$ cat config.mk
export PLATFORM = sky130hd
export DESIGN_NAME = fm_tuner_control_word_serializer_unit
export DESIGN_NICKNAME = d
export VERILOG_FILES = /design/src/rtl/core/fmtcw_pkg.sv /design/src/rtl/core/fm_tuner_control_word_serializer_unit.sv
export SDC_FILE = /design/constraint.sdc
export NUM_CORES = 1
export LEC_CHECK = 0
export ABC_AREA = 0
export BUFFER_PORTS_ARGS = -buffer_cell sky130_fd_sc_hd__buf_2
export CORE_ASPECT_RATIO = 0.75
export CORE_MARGIN = 4
export CORE_UTILIZATION = 43
export CTS_CLUSTER_DIAMETER = 80
export DETAILED_ROUTE_END_ITERATION = 7
export GPL_TIMING_DRIVEN = 1
export PLACE_DENSITY = 0.63
export SETUP_SLACK_MARGIN = 0.02
export SYNTH_ARGS = -nofsm -noshare
export SYNTH_HDL_FRONTEND = slang
export SYNTH_SLANG_ARGS = --single-unit
export TNS_END_PERCENT = 30
$ cat constraint.sdc
create_clock -name clk -period 9.1 [get_ports clk]
set_input_delay 0.455 -clock clk [delete_from_list [all_inputs] [get_ports clk]]
set_output_delay 0.455 -clock clk [all_outputs]
set_load 0.1 [all_outputs]
$ cat src/rtl/core/fmtcw_pkg.sv
// Types and constants of the FM tuner control word serializer
package fmtcw_pkg;

  localparam int FreqWidth  = 28;
  localparam int AccWidth   = FreqWidth + 1;
  localparam int DivWidth   = 14;
  localparam int WordBits   = 25;
  localparam int CntWidth   = 5;
  localparam int FrameBytes = 6;
  localparam int ShWidth    = FrameBytes * 8;

  localparam logic [AccWidth-1:0] IfOffsetHz = AccWidth'(10700000);
  // 12.5 kHz times 2^14: at or above this every divider bit is set
  localparam logic [AccWidth-1:0] SatHz = AccWidth'(204800000);

  // floor(x / 3125) = (x * DivRecip) >> DivShift, exact for x < 2^26
  localparam int RecipWidth = 27;
  localparam int QuotInWidth = 26;
  localparam int ProdWidth = RecipWidth + QuotInWidth;
  localparam int DivShift = 38;
  localparam logic [RecipWidth-1:0] DivRecip = RecipWidth'(87960931);

  localparam int BitSearch   = 24;
  localparam int BitSearchUp = 23;
  localparam int BitMono     = 22;
  localparam int BitDx       = 19;
  localparam int BitSensHi   = 17;
  localparam int BitSensLo   = 16;

  localparam int UartShift = 7;
  localparam logic [7:0] UartSoh  = 8'h01;
  localparam logic [7:0] UartTune = 8'h02;

  typedef enum logic [3:0] {
    REG_MONO_MODE   = 4'd0,
    REG_DX_MODE     = 4'd1,
    REG_SENSITIVITY = 4'd2,
    REG_LINK_MODE   = 4'd3
  } cfg_index_t;

  typedef enum logic [3:0] {
    SENS_VERY_LOW = 4'd0,
    SENS_LOW      = 4'd1,
    SENS_MEDIUM   = 4'd2
  } sens_code_t;

  typedef struct packed {
    logic [FreqWidth-1:0] freq_hz;
    logic                 search;
    logic                 search_up;
  } req_t;

  typedef struct packed {
    logic       serial_bit;
    logic       pin_level;
    logic [7:0] byte_value;
    logic       is_byte;
    logic       last;
  } rsp_t;

endpackage

$ cat src/rtl/core/fm_tuner_control_word_serializer_unit.sv
// Top level of the FM tuner control word serializer
//
// Request channel (req_valid/req_ready/req): one tune request per transaction,
// frequency in Hz plus search flags. Result channel (rsp_valid/rsp_ready/rsp):
// the frame, one result per transaction, last marks the final one.
// Config channel (cfg_valid/cfg_ready/cfg_index/cfg_data): always ready,
// writes mono, DX, sensitivity and link mode; write only while idle.
// Pipeline: request register (adds the IF), divider register (constant
// reciprocal multiply), then the frame shift register that drives rsp.
// A request passes the request and divider registers into the frame shift
// register, which gives one result per cycle while rsp_ready is high: 25
// results per frame in three-wire mode, 6 in UART mode. The two front stages
// take the next requests while a frame is still draining.
// Reset: pipeline emptied, registers to mono 0, DX 1, sensitivity 10,
// three-wire mode. A stalled receiver holds rsp steady; the front stages
// fill and then req_ready drops.
module fm_tuner_control_word_serializer_unit (
  input  logic              clk,
  input  logic              rst,
  input  logic              req_valid,
  output logic              req_ready,
  input  fmtcw_pkg::req_t   req,
  output logic              rsp_valid,
  input  logic              rsp_ready,
  output fmtcw_pkg::rsp_t   rsp,
  input  logic              cfg_valid,
  output logic              cfg_ready,
  input  logic [3:0]        cfg_index,
  input  logic [3:0]        cfg_data
);
  import fmtcw_pkg::*;

  // configuration
  logic       mono_mode;
  logic       dx_mode;
  logic [3:0] sensitivity_level;
  logic       link_mode;

  // stage 1: accumulator after IF offset
  logic                s1_valid;
  logic [AccWidth-1:0] s1_acc;
  logic                s1_search;
  logic                s1_up;

  // stage 2: divider
  logic                s2_valid;
  logic [DivWidth-1:0] s2_div;
  logic                s2_search;
  logic                s2_up;

  // frame shift register
  logic                ser_valid;
  logic [ShWidth-1:0]  sh;
  logic [CntWidth-1:0] cnt;
  logic                uart;

  logic                 ser_load;
  logic                 s2_load;
  logic                 s1_load;
  logic                 sat;
  logic [ProdWidth-1:0] prod;
  logic [DivWidth-1:0]  div_next;
  logic [WordBits-1:0]  word;
  logic [31:0]          uart_frame;
  logic [ShWidth-1:0]   sh_next;

  assign cfg_ready = 1'b1;

  always_ff @(posedge clk) begin
    if (rst) begin
      mono_mode         <= 1'b0;
      dx_mode           <= 1'b1;
      sensitivity_level <= 4'd10;
      link_mode         <= 1'b0;
    end else if (cfg_valid) begin
      case (cfg_index_t'(cfg_index))
        REG_MONO_MODE:   mono_mode         <= cfg_data[0];
        REG_DX_MODE:     dx_mode           <= cfg_data[0];
        REG_SENSITIVITY: sensitivity_level <= cfg_data;
        REG_LINK_MODE:   link_mode         <= cfg_data[0];
        default: ;
      endcase
    end
  end

  // handshake chain: the frame register frees on its last result
  assign ser_load  = s2_valid && (!ser_valid || (rsp_ready && cnt == CntWidth'(1)));
  assign s2_load   = s1_valid && (!s2_valid || ser_load);
  assign req_ready = !s1_valid || s2_load;
  assign s1_load   = req_valid && req_ready;

  // divider: greedy 14-step search equals floor(acc / 12500), saturated
  assign sat      = s1_acc >= SatHz;
  assign prod     = ProdWidth'(s1_acc[QuotInWidth+1:2]) * ProdWidth'(DivRecip);
  assign div_next = sat ? {DivWidth{1'b1}} : prod[DivShift +: DivWidth];

  always_comb begin
    word = '0;
    word[DivWidth-1:0] = s2_div;
    word[BitSearch]    = s2_search;
    word[BitSearchUp]  = s2_search && s2_up;
    word[BitMono]      = mono_mode;
    word[BitDx]        = dx_mode || link_mode;
    case (sens_code_t'(sensitivity_level))
      SENS_VERY_LOW: begin
        word[BitSensHi] = 1'b1;
        word[BitSensLo] = 1'b1;
      end
      SENS_LOW:    word[BitSensLo] = 1'b1;
      SENS_MEDIUM: word[BitSensHi] = 1'b1;
      default: ;
    endcase
    uart_frame = 32'(word) << UartShift;
    if (link_mode) begin
      sh_next = {uart_frame, UartTune, UartSoh};
    end else begin
      sh_next = ShWidth'(word);
    end
  end

  always_ff @(posedge clk) begin
    if (rst) begin
      s1_valid  <= 1'b0;
      s2_valid  <= 1'b0;
      ser_valid <= 1'b0;
    end else begin
      if (s1_load) begin
        s1_valid <= 1'b1;
      end else if (s2_load) begin
        s1_valid <= 1'b0;
      end
      if (s2_load) begin
        s2_valid <= 1'b1;
      end else if (ser_load) begin
        s2_valid <= 1'b0;
      end
      if (ser_load) begin
        ser_valid <= 1'b1;
      end else if (rsp_ready && cnt == CntWidth'(1)) begin
        ser_valid <= 1'b0;
      end
    end
  end

  always_ff @(posedge clk) begin
    if (s1_load) begin
      s1_acc    <= AccWidth'(req.freq_hz) + IfOffsetHz;
      s1_search <= req.search;
      s1_up     <= req.search_up;
    end
    if (s2_load) begin
      s2_div    <= div_next;
      s2_search <= s1_search;
      s2_up     <= s1_up;
    end
    if (ser_load) begin
      sh   <= sh_next;
      uart <= link_mode;
      cnt  <= link_mode ? CntWidth'(FrameBytes) : CntWidth'(WordBits);
    end else if (ser_valid && rsp_ready) begin
      cnt <= cnt - CntWidth'(1);
      if (uart) begin
        sh <= sh >> 8;
      end else begin
        sh <= sh << 1;
      end
    end
  end

  assign rsp_valid      = ser_valid;
  assign rsp.serial_bit = !uart && sh[WordBits-1];
  assign rsp.pin_level  = !uart && !sh[WordBits-1];
  assign rsp.byte_value = uart ? sh[7:0] : 8'h00;
  assign rsp.is_byte    = uart;
  assign rsp.last       = cnt == CntWidth'(1);

endmodule

* Word level (Yosys, flattened, before mapping)
Index checks and enable logic that the tools add are counted.
** Storage, ports and cells
- Register bits after elaboration :: 111
- Output and inout port bits :: 15
- Word-level logic and storage cells :: 71
** Cells by class
- $add $sub $neg :: 2
- Multipliers :: 1
- Magnitude comparators :: 1
- Equal/unequal tests :: 6
- Mux-type cells :: 16
- Reductions and logical operators :: 29
** Operator list (number)
- 48-bit 2-to-1 mux :: 4
- 26-bit by 27-bit multiplier with 52-bit output, second input constant :: 1
- 28-bit by 24-bit adder with 29-bit output, second input constant :: 1
- 29-bit by 28-bit greater-or-equal comparator with 1-bit output, second input constant :: 1
- 5-bit 2-to-1 mux :: 3
- 4-bit by 2-bit equality test with 1-bit output, second input constant :: 3
- 4-bit by 1-bit equality test with 1-bit output, second input constant :: 2
- 1-bit logical AND :: 8
- 4-bit logical NOT :: 2
- 1-bit 2-to-1 mux :: 8
- 8-bit 2-to-1 mux :: 1
- 2-bit AND reduction :: 4
- 2-bit nonzero test :: 4
- 5-bit by 1-bit equality test with 1-bit output, second input constant :: 1
- 1-bit logical NOT :: 5
- 5-bit by 1-bit subtractor with 5-bit output, second input constant :: 1
- 1-bit logical OR :: 4
- 2-bit OR reduction :: 2

* Depth between registers and ports, before layout
Gate-level depths: netlist of run 1.
- Depth after elaboration :: 9
- Mapped depth :: 24
- Mapped depth without buffers :: 23

* Worst setup path before layout of run 1
OpenSTA, ideal clock, no wires.
- Path kind :: reg-to-reg
- Start point :: register cnt[1]
- End point :: register s1_acc[0], enable pin
- Setup time :: 438 ps
- Data arrival time :: 6125 ps
- Data required time :: 8662 ps
- Setup slack :: 2537 ps
- Stages on the path, launching flop included :: 6
- Path buffers :: 0
- Period minus slack after synthesis :: 6563 ps
- Cells stage by stage :: edfxtp_1 > inv_1 > ha_1 > nor4b_1 > a21boi_1 > a31oi_1
** RTL lines
- from (decl) :: line fm_tuner_control_word_serializer_unit.sv:54 : logic [CntWidth-1:0] cnt;
- from (signal assigned) :: line fm_tuner_control_word_serializer_unit.sv:159 : cnt <= link_mode ? CntWidth'(FrameBytes) : CntWidth'(WordBits);
- from (signal assigned) :: line fm_tuner_control_word_serializer_unit.sv:161 : cnt <= cnt - CntWidth'(1);
- to (signal assigned) :: line fm_tuner_control_word_serializer_unit.sv:147 : s1_acc <= AccWidth'(req.freq_hz) + IfOffsetHz;
- to (decl) :: line fm_tuner_control_word_serializer_unit.sv:41 : logic [AccWidth-1:0] s1_acc;

* Worst setup path after layout of run 1
- Start point :: register s1_acc[15]
- End point :: register s2_div[8], data pin
** On the way
- Cells in the longest elaborated chain, start to end :: 1
- Elaborated cells on any way between the ends :: 2
** RTL lines
- 26-bit by 27-bit multiplier with 52-bit output or 29-bit by 28-bit greater-or-equal comparator with 1-bit output (tied branches) :: line fm_tuner_control_word_serializer_unit.sv:94, fm_tuner_control_word_serializer_unit.sv:93
- to (signal assigned) :: line fm_tuner_control_word_serializer_unit.sv:152 : s2_div <= div_next;
- to (decl) :: line fm_tuner_control_word_serializer_unit.sv:47 : logic [DivWidth-1:0] s2_div;
Parallel ways exist; a longest one is shown, timed or not.
A chain may end at the register's enable or synchronous reset.

==> results of run 1 <==
## layer usage
metal | part of all wire | vias to the layer above | GRT usage
met5 | 0 | - | 0
met4 | 0.014 | 0 | 0.0432
met3 | 0.065 | 38 | 0.0487
met2 | 0.42 | 325 | 0.308
met1 | 0.50 | 5829 | 0.326
li1 | - | 5492 | -
## cell families after synthesis
family | count (synthesis) | share of synthesized area
AO/OA/AOI/OAI | 210 | 0.0768
XOR/XNOR | 40 | 0.0203
adder cells (fa/ha/maj) | 553 | 0.514
buffers and inverters | 460 | 0.101
flip-flops | 111 | 0.187
multiplexers | 44 | 0.0256
other | 1 | 0.000217
AND/OR/NAND/NOR | 252 | 0.0743
## metrics by stage
stage	util	cells	hold slack, ps	cell area (sq um)	setup slack [ps]
6_report	0.465	2238	232	18400	2180
4_1_cts	0.465	2238	209	18400	2210
3_5_place_dp	0.457	2222	430	18100	2230
5_1_grt	0.465	2238	217	18400	1730
2_1_floorplan	-	1671	400	17200	2540
3_3_place_gp	0.457	2222	436	18100	2210
## layout by cell type, fill, tap and decap left out, types with 8 or more instances in the layout
| cell type | instances |
|---|---|
| a211oi_1 | 9 |
| a21o_1 | 20 |
| a21oi_1 | 62 |
| a31oi_1 | 8 |
| and2_1 | 15 |
| and3_1 | 10 |
| buf_2 | 56 |
| clkbuf_16 | 9 |
| dfxtp_1 | 10 |
| edfxtp_1 | 101 |
| fa_1 | 260 |
| ha_1 | 293 |
| inv_1 | 429 |
| mux2i_1 | 43 |
| nand2_1 | 66 |
| nand2b_1 | 9 |
| nand3_1 | 35 |
| nand3b_1 | 18 |
| nand4_1 | 12 |
| nor2_1 | 50 |
| nor3_1 | 13 |
| o21ai_0 | 62 |
| xnor2_1 | 28 |
| xor2_1 | 12 |
## how the worst min path moves through the flow
stage                          from   endpoint  slack, ps  depth (start not counted)
after floorplan           s1_search  s2_search        400                          0
after global placement    s1_search  s2_search        440                          0
after detailed placement  s1_search  s2_search        430                          0
after CTS                    req[1]  s1_search        210                          1
after global routing         req[4]  s1_acc[2]        220                          1
final                        req[0]      s1_up        230                          1
## flip-flops by register name, summed over array words and instances, names as in the netlist
signal and count:
cnt 5, dx_mode 1, link_mode 1, mono_mode 1
rsp_valid 1, s1_acc 29, s1_search 1, s1_up 1
s1_valid 1, s2_div 14, s2_search 1, s2_up 1
s2_valid 1, sensitivity_level 4, sh 48, uart 1
## final cells by class
class                           count  area (sq um)
Clock buffer                       10           229
Clock inverter                      6          76.3
Fill cell                        3721         21200
Inverter                          430          1610
Multi-Input combinational cell   1100         12300
Sequential cell                   111          3230
Tap cell                          520           651
Timing Repair Buffer               61           318
## synth_stat cells, types with 12 or more instances
cell / number
nor2_1: 50
edfxtp_1: 101
nor3_1: 13
o21ai_0: 62
fa_1: 260
inv_1: 429
nand4_1: 12
xnor2_1: 28
mux2i_1: 43
nand3b_1: 18
a21oi_1: 62
a21o_1: 20
and2_1: 15
clkbuf_1: 22
nand3_1: 35
ha_1: 293
nand2_1: 66
xor2_1: 12
==> results.sh, run 1 <==
export IMPL_min_period_ps=6920
export IMPL_outcome="finished clean"
export IMPL_cp_required_ps=9230
export IMPL_maxSlewHeadroom=0.312
export IMPL_drc=0
export IMPL_synthDistinctLibCells=66
export IMPL_crit_path_max_fanout=7
export IMPL_cts_htree_levels=3
export IMPL_critPathSlowestCell="edfxtp_1"
export IMPL_drive_above_1_share=0.0565
export IMPL_die_w_microns=239
export IMPL_fp_dieH_microns=181
export IMPL_maxCapViolCount=0
export IMPL_rows=63
export IMPL_critPathCapture="s2_div[8]"
export IMPL_detail_route_wirelength_microns=44100
export IMPL_cp_common_cell="fa_1"
export IMPL_io_buffers=56
export IMPL_vias=11700
export IMPL_fin_crit_sh=0.760
export IMPL_start_util=0.436
export IMPL_antenna_cells=0
export IMPL_fmax_ghz=0.145
export IMPL_synthArstFlopShare=0
export IMPL_cp_arrival_ps=7050
export IMPL_grt_usage=0.212
export IMPL_place_hpwl_microns=38100
export IMPL_finalHoldViolations=0
export IMPL_worstPathCellList="inv_1 -> ha_1 -> fa_1 -> fa_1 -> inv_1 -> fa_1 -> inv_1 -> fa_1 -> fa_1 -> inv_1 -> fa_1 -> inv_1 -> ha_1 -> a211oi_1 -> o211ai_1 -> a221oi_1 -> o221ai_1 -> a21oi_1 -> a21oi_1 -> xor2_1 -> nand2b_1"
export IMPL_ios=58
export IMPL_r2r_end="s2_div[8]"
export IMPL_worstSetupPathType="reg2reg"
export IMPL_ys_warn_count=0
export IMPL_synth_area_sq_um=17200
export IMPL_r2r_start="s1_acc[15]"
export IMPL_post_cts_resized=0
export IMPL_slowest_delay_ps=690
export IMPL_clockBufferDepth=2
export IMPL_via_per_inst=5.22
export IMPL_area_delta_synth_final_pct=6.75
export IMPL_grt_antenna_before_repair=0
export IMPL_yosys_top_cells_area="fa_1 30%, ha_1 21%, edfxtp_1 18%"
export IMPL_hold_class="in2reg"
export IMPL_drt_wirelength_per_cell_microns=19.7
export IMPL_cts_setup_buffers=0
export IMPL_routabilityCongestion=0.969
export IMPL_dr_pass1_iters=5
export IMPL_skew_ps=14.8
export IMPL_finalSetupViolations=0
export IMPL_clkSinkCount=111
export IMPL_syn_inst=1671
export IMPL_yosysTopAreaCellShare=0.302
export IMPL_core_area_sq_um=39600
export IMPL_worstSetupEndpointType="flip-flop"
export IMPL_reg2reg_slack_ps=2180
export IMPL_grt_pass1_vias=12300
export IMPL_overflow=0
export IMPL_grt_pass1_wl_microns=70400
export IMPL_die_area_sq_um=43400
export IMPL_crit_path_start="s1_acc[15]"
export IMPL_ant_nets=0
export IMPL_setup_tns_ps=0
export IMPL_ctsHoldBuffers=0
export IMPL_cts_tree="yes"
export IMPL_rsz0062_at_grt="false"
export IMPL_nets=2309
export IMPL_rr_worst_depth=21
export IMPL_cp_start_kind="flip-flop"
export IMPL_cts_inserted_buffers=9
export IMPL_syn_area_per_cell_sq_um=10.3
export IMPL_cp_depth=21
export IMPL_ys_ff_latch=111
export IMPL_cts_root_buf="clkbuf_16"
export IMPL_cp_top_family="adder cells"
export IMPL_path_clk_slew_ps=90
export IMPL_tightestPinTransition_ps=1030
export IMPL_syn_num_nets=2267
export IMPL_synth_area_leader_cell="fa_1"
export IMPL_critPathBufInv=5
export IMPL_synth_seq_area_share=0.187
export IMPL_slew_violations=0
export IMPL_worstSkewPairLatency_ps=400
export IMPL_synthFlopType="edfxtp_1"
export IMPL_initialDrtViolationCount=942
export IMPL_synth_edff_count=101
export IMPL_grt_start_max_net_pins=71
Power of run 1 is not shown: default switching activity piles up to over one toggle a cycle in this logic, so the estimate is an artifact.
==> run 2: changes to the inputs <==
==> constraint.sdc (replaced) <==
create_clock -name clk -period 7.1 [get_ports clk]
set_input_delay 0.355 -clock clk [delete_from_list [all_inputs] [get_ports clk]]
set_output_delay 0.355 -clock clk [all_outputs]
set_load 0.1 [all_outputs]
==> run 2 against run 1 <==
  * Sequential share of layout area fell by 0.24 points
  * Critical path depth fell by 1
  * Worst hold slack got worse by 95 ps
  * Global-route usage rose by 0.46 points
  * Die area did not move
  * First-iteration DRC count fell by 14%
  * Count of clock-buffer cells in the layout rose by 1
  * Maximum frequency rose by 1.8%
  * Worst setup slack got worse by 1900 ps
  * Final cell count rose by 1.4%
  * Clock skew fell by 2.8 ps
  * Utilization rose by 0.64 points
==> results.sh, run 2 (same netlist as run 1, synthesis figures left out) <==
export IMPL_outcome="finished clean"
export IMPL_die_area_sq_um=43400
export IMPL_nets=2340
export IMPL_area_delta_synth_final_pct=8.21
export IMPL_use_met1=0.323
export IMPL_cts_tree="yes"
export IMPL_fin_crit_sh=0.957
export IMPL_clkSinkCount=111
export IMPL_drt_wirelength_per_cell_microns=19.8
export IMPL_critPathSlowestCell="fa_1"
export IMPL_io_buffers=56
export IMPL_maxSlewHeadroom=0.342
export IMPL_worstSetupPathType="reg2reg"
export IMPL_vias=11700
export IMPL_setup_tns_ps=0
export IMPL_fmax_ghz=0.147
export IMPL_final_cell_mix="429 x inv_1, 292 x ha_1, 260 x fa_1"
export IMPL_drive_above_1_share=0.0755
export IMPL_maxCapViolCount=0
export IMPL_finalHoldViolations=0
export IMPL_die_w_microns=239
export IMPL_worstSkewPairLatency_ps=390
export IMPL_fp_dieH_microns=181
export IMPL_routabilityCongestion=1.02
export IMPL_clockBufferDepth=2
export IMPL_path_clk_slew_ps=80
export IMPL_cts_inserted_buffers=9
export IMPL_layout_cells_most_common="inv_1"
export IMPL_place_hpwl_microns=39000
export IMPL_tightestPinTransition_ps=985
export IMPL_min_period_ps=6800
export IMPL_grt_usage=0.217
export IMPL_cp_common_cell="fa_1"
export IMPL_worstPathCellList="fa_1 -> inv_1 -> fa_1 -> fa_1 -> inv_1 -> fa_1 -> fa_1 -> fa_1 -> inv_1 -> fa_1 -> inv_1 -> ha_1 -> a21oi_2 -> o21bai_1 -> a2111o_1 -> a221o_1 -> a31oi_2 -> a21oi_2 -> nor3_1 -> o21ai_1"
export IMPL_regMostFlops="sh"
export IMPL_cp_required_ps=7220
export IMPL_skew_ps=12.0
export IMPL_rsz0062_at_grt="false"
export IMPL_grt_pass1_wl_microns=71700
export IMPL_grtUsageMet3=0.0732
export IMPL_cp_arrival_ps=6920
export IMPL_slowest_delay_ps=550
export IMPL_overflow=0
export IMPL_worstSetupEndpointType="flip-flop"
export IMPL_finalSetupViolations=0
export IMPL_drc=0
export IMPL_rr_worst_depth=20
export IMPL_dr_pass1_iters=5
export IMPL_rows=63
export IMPL_dp_slack_ps=115
export IMPL_cts_root_buf="clkbuf_16"
export IMPL_ios=58
export IMPL_largestRegisters="sh x48, s1_acc x29, s2_div x14"
export IMPL_hold_class="in2reg"
export IMPL_detail_route_wirelength_microns=45000
export IMPL_start_util=0.436
export IMPL_largest_register_ffs=48
export IMPL_antenna_cells=0
export IMPL_regArea_sq_um=3230
export IMPL_via_per_inst=5.15
export IMPL_layout_setup_ws_ps=303
export IMPL_nFillCells=3694
export IMPL_core_area_sq_um=39600
export IMPL_grt_pass1_vias=12500
export IMPL_ant_nets=0
export IMPL_grt_met2_usage=0.311
export IMPL_busiest_layer="met1"
export IMPL_cp_start_kind="flip-flop"
export IMPL_initialDrtViolationCount=808
export IMPL_slew_violations=0
export IMPL_grt_start_max_net_pins=71
export IMPL_cts_htree_levels=3
export IMPL_multi_input_area_sq_um=12300
export IMPL_crit_path_max_fanout=7
export IMPL_min_path_cells=1
export IMPL_grt_antenna_before_repair=0
[run 2: worst paths after layout]
path | startpoint | end | slack, ps
setup / recovery | s1_acc[9] | s2_div[9] | 300
hold / removal | req[4] | s1_acc[2] | 140
setup reg to reg | s1_acc[9] | s2_div[9] | 300
hold reg to reg | s1_up | s2_up | 460
[run 2: layout make-up]
type	instances	share of cell area
sequential	111	0.173
clock inverter	5	0.00261
timing repair buffer	92	0.0295
multi-input combinational	1100	0.659
clock buffer	11	0.0141
tap	520	0.0349
inverter	430	0.0865
[run 2: layer usage]
layer  routed length, microns  part of all wire  vias up
li1                         -                 -     5565
met1                    21900              0.49     5785
met2                    18600              0.41      310
met3                     3960             0.088       26
met4                      512             0.011        0
met5                        0                 0        -
[run 2: critical path, delay by kind of cell (launching register included)]
| kind | cells | cell delay, ps |
|---|---|---|
| adders and majority gates | 8 | 3990 |
| buffers and inverters | 4 | 270 |
| DFF | 1 | 530 |
| and+or+nand+nor | 1 | 210 |
| AOI/OAI and AO/OA | 7 | 1520 |
[run 2: stage by stage]
step	utilization	area, sq um	std cells	hold WS [ps]
after floorplan	-	17200	1671	400
after global placement	0.460	18200	2236	453
after detailed placement	0.460	18200	2236	439
after CTS	0.468	18500	2252	116
after global routing	0.472	18700	2269	122
final	0.472	18700	2269	137
[run 2: timing repair]
item,CTS,global route
endpoints found under the setup margin,0,14
setup buffers,0,17
resized for setup,0,3
hold buffers,0,0
Power of run 2 is left out for the same reason.
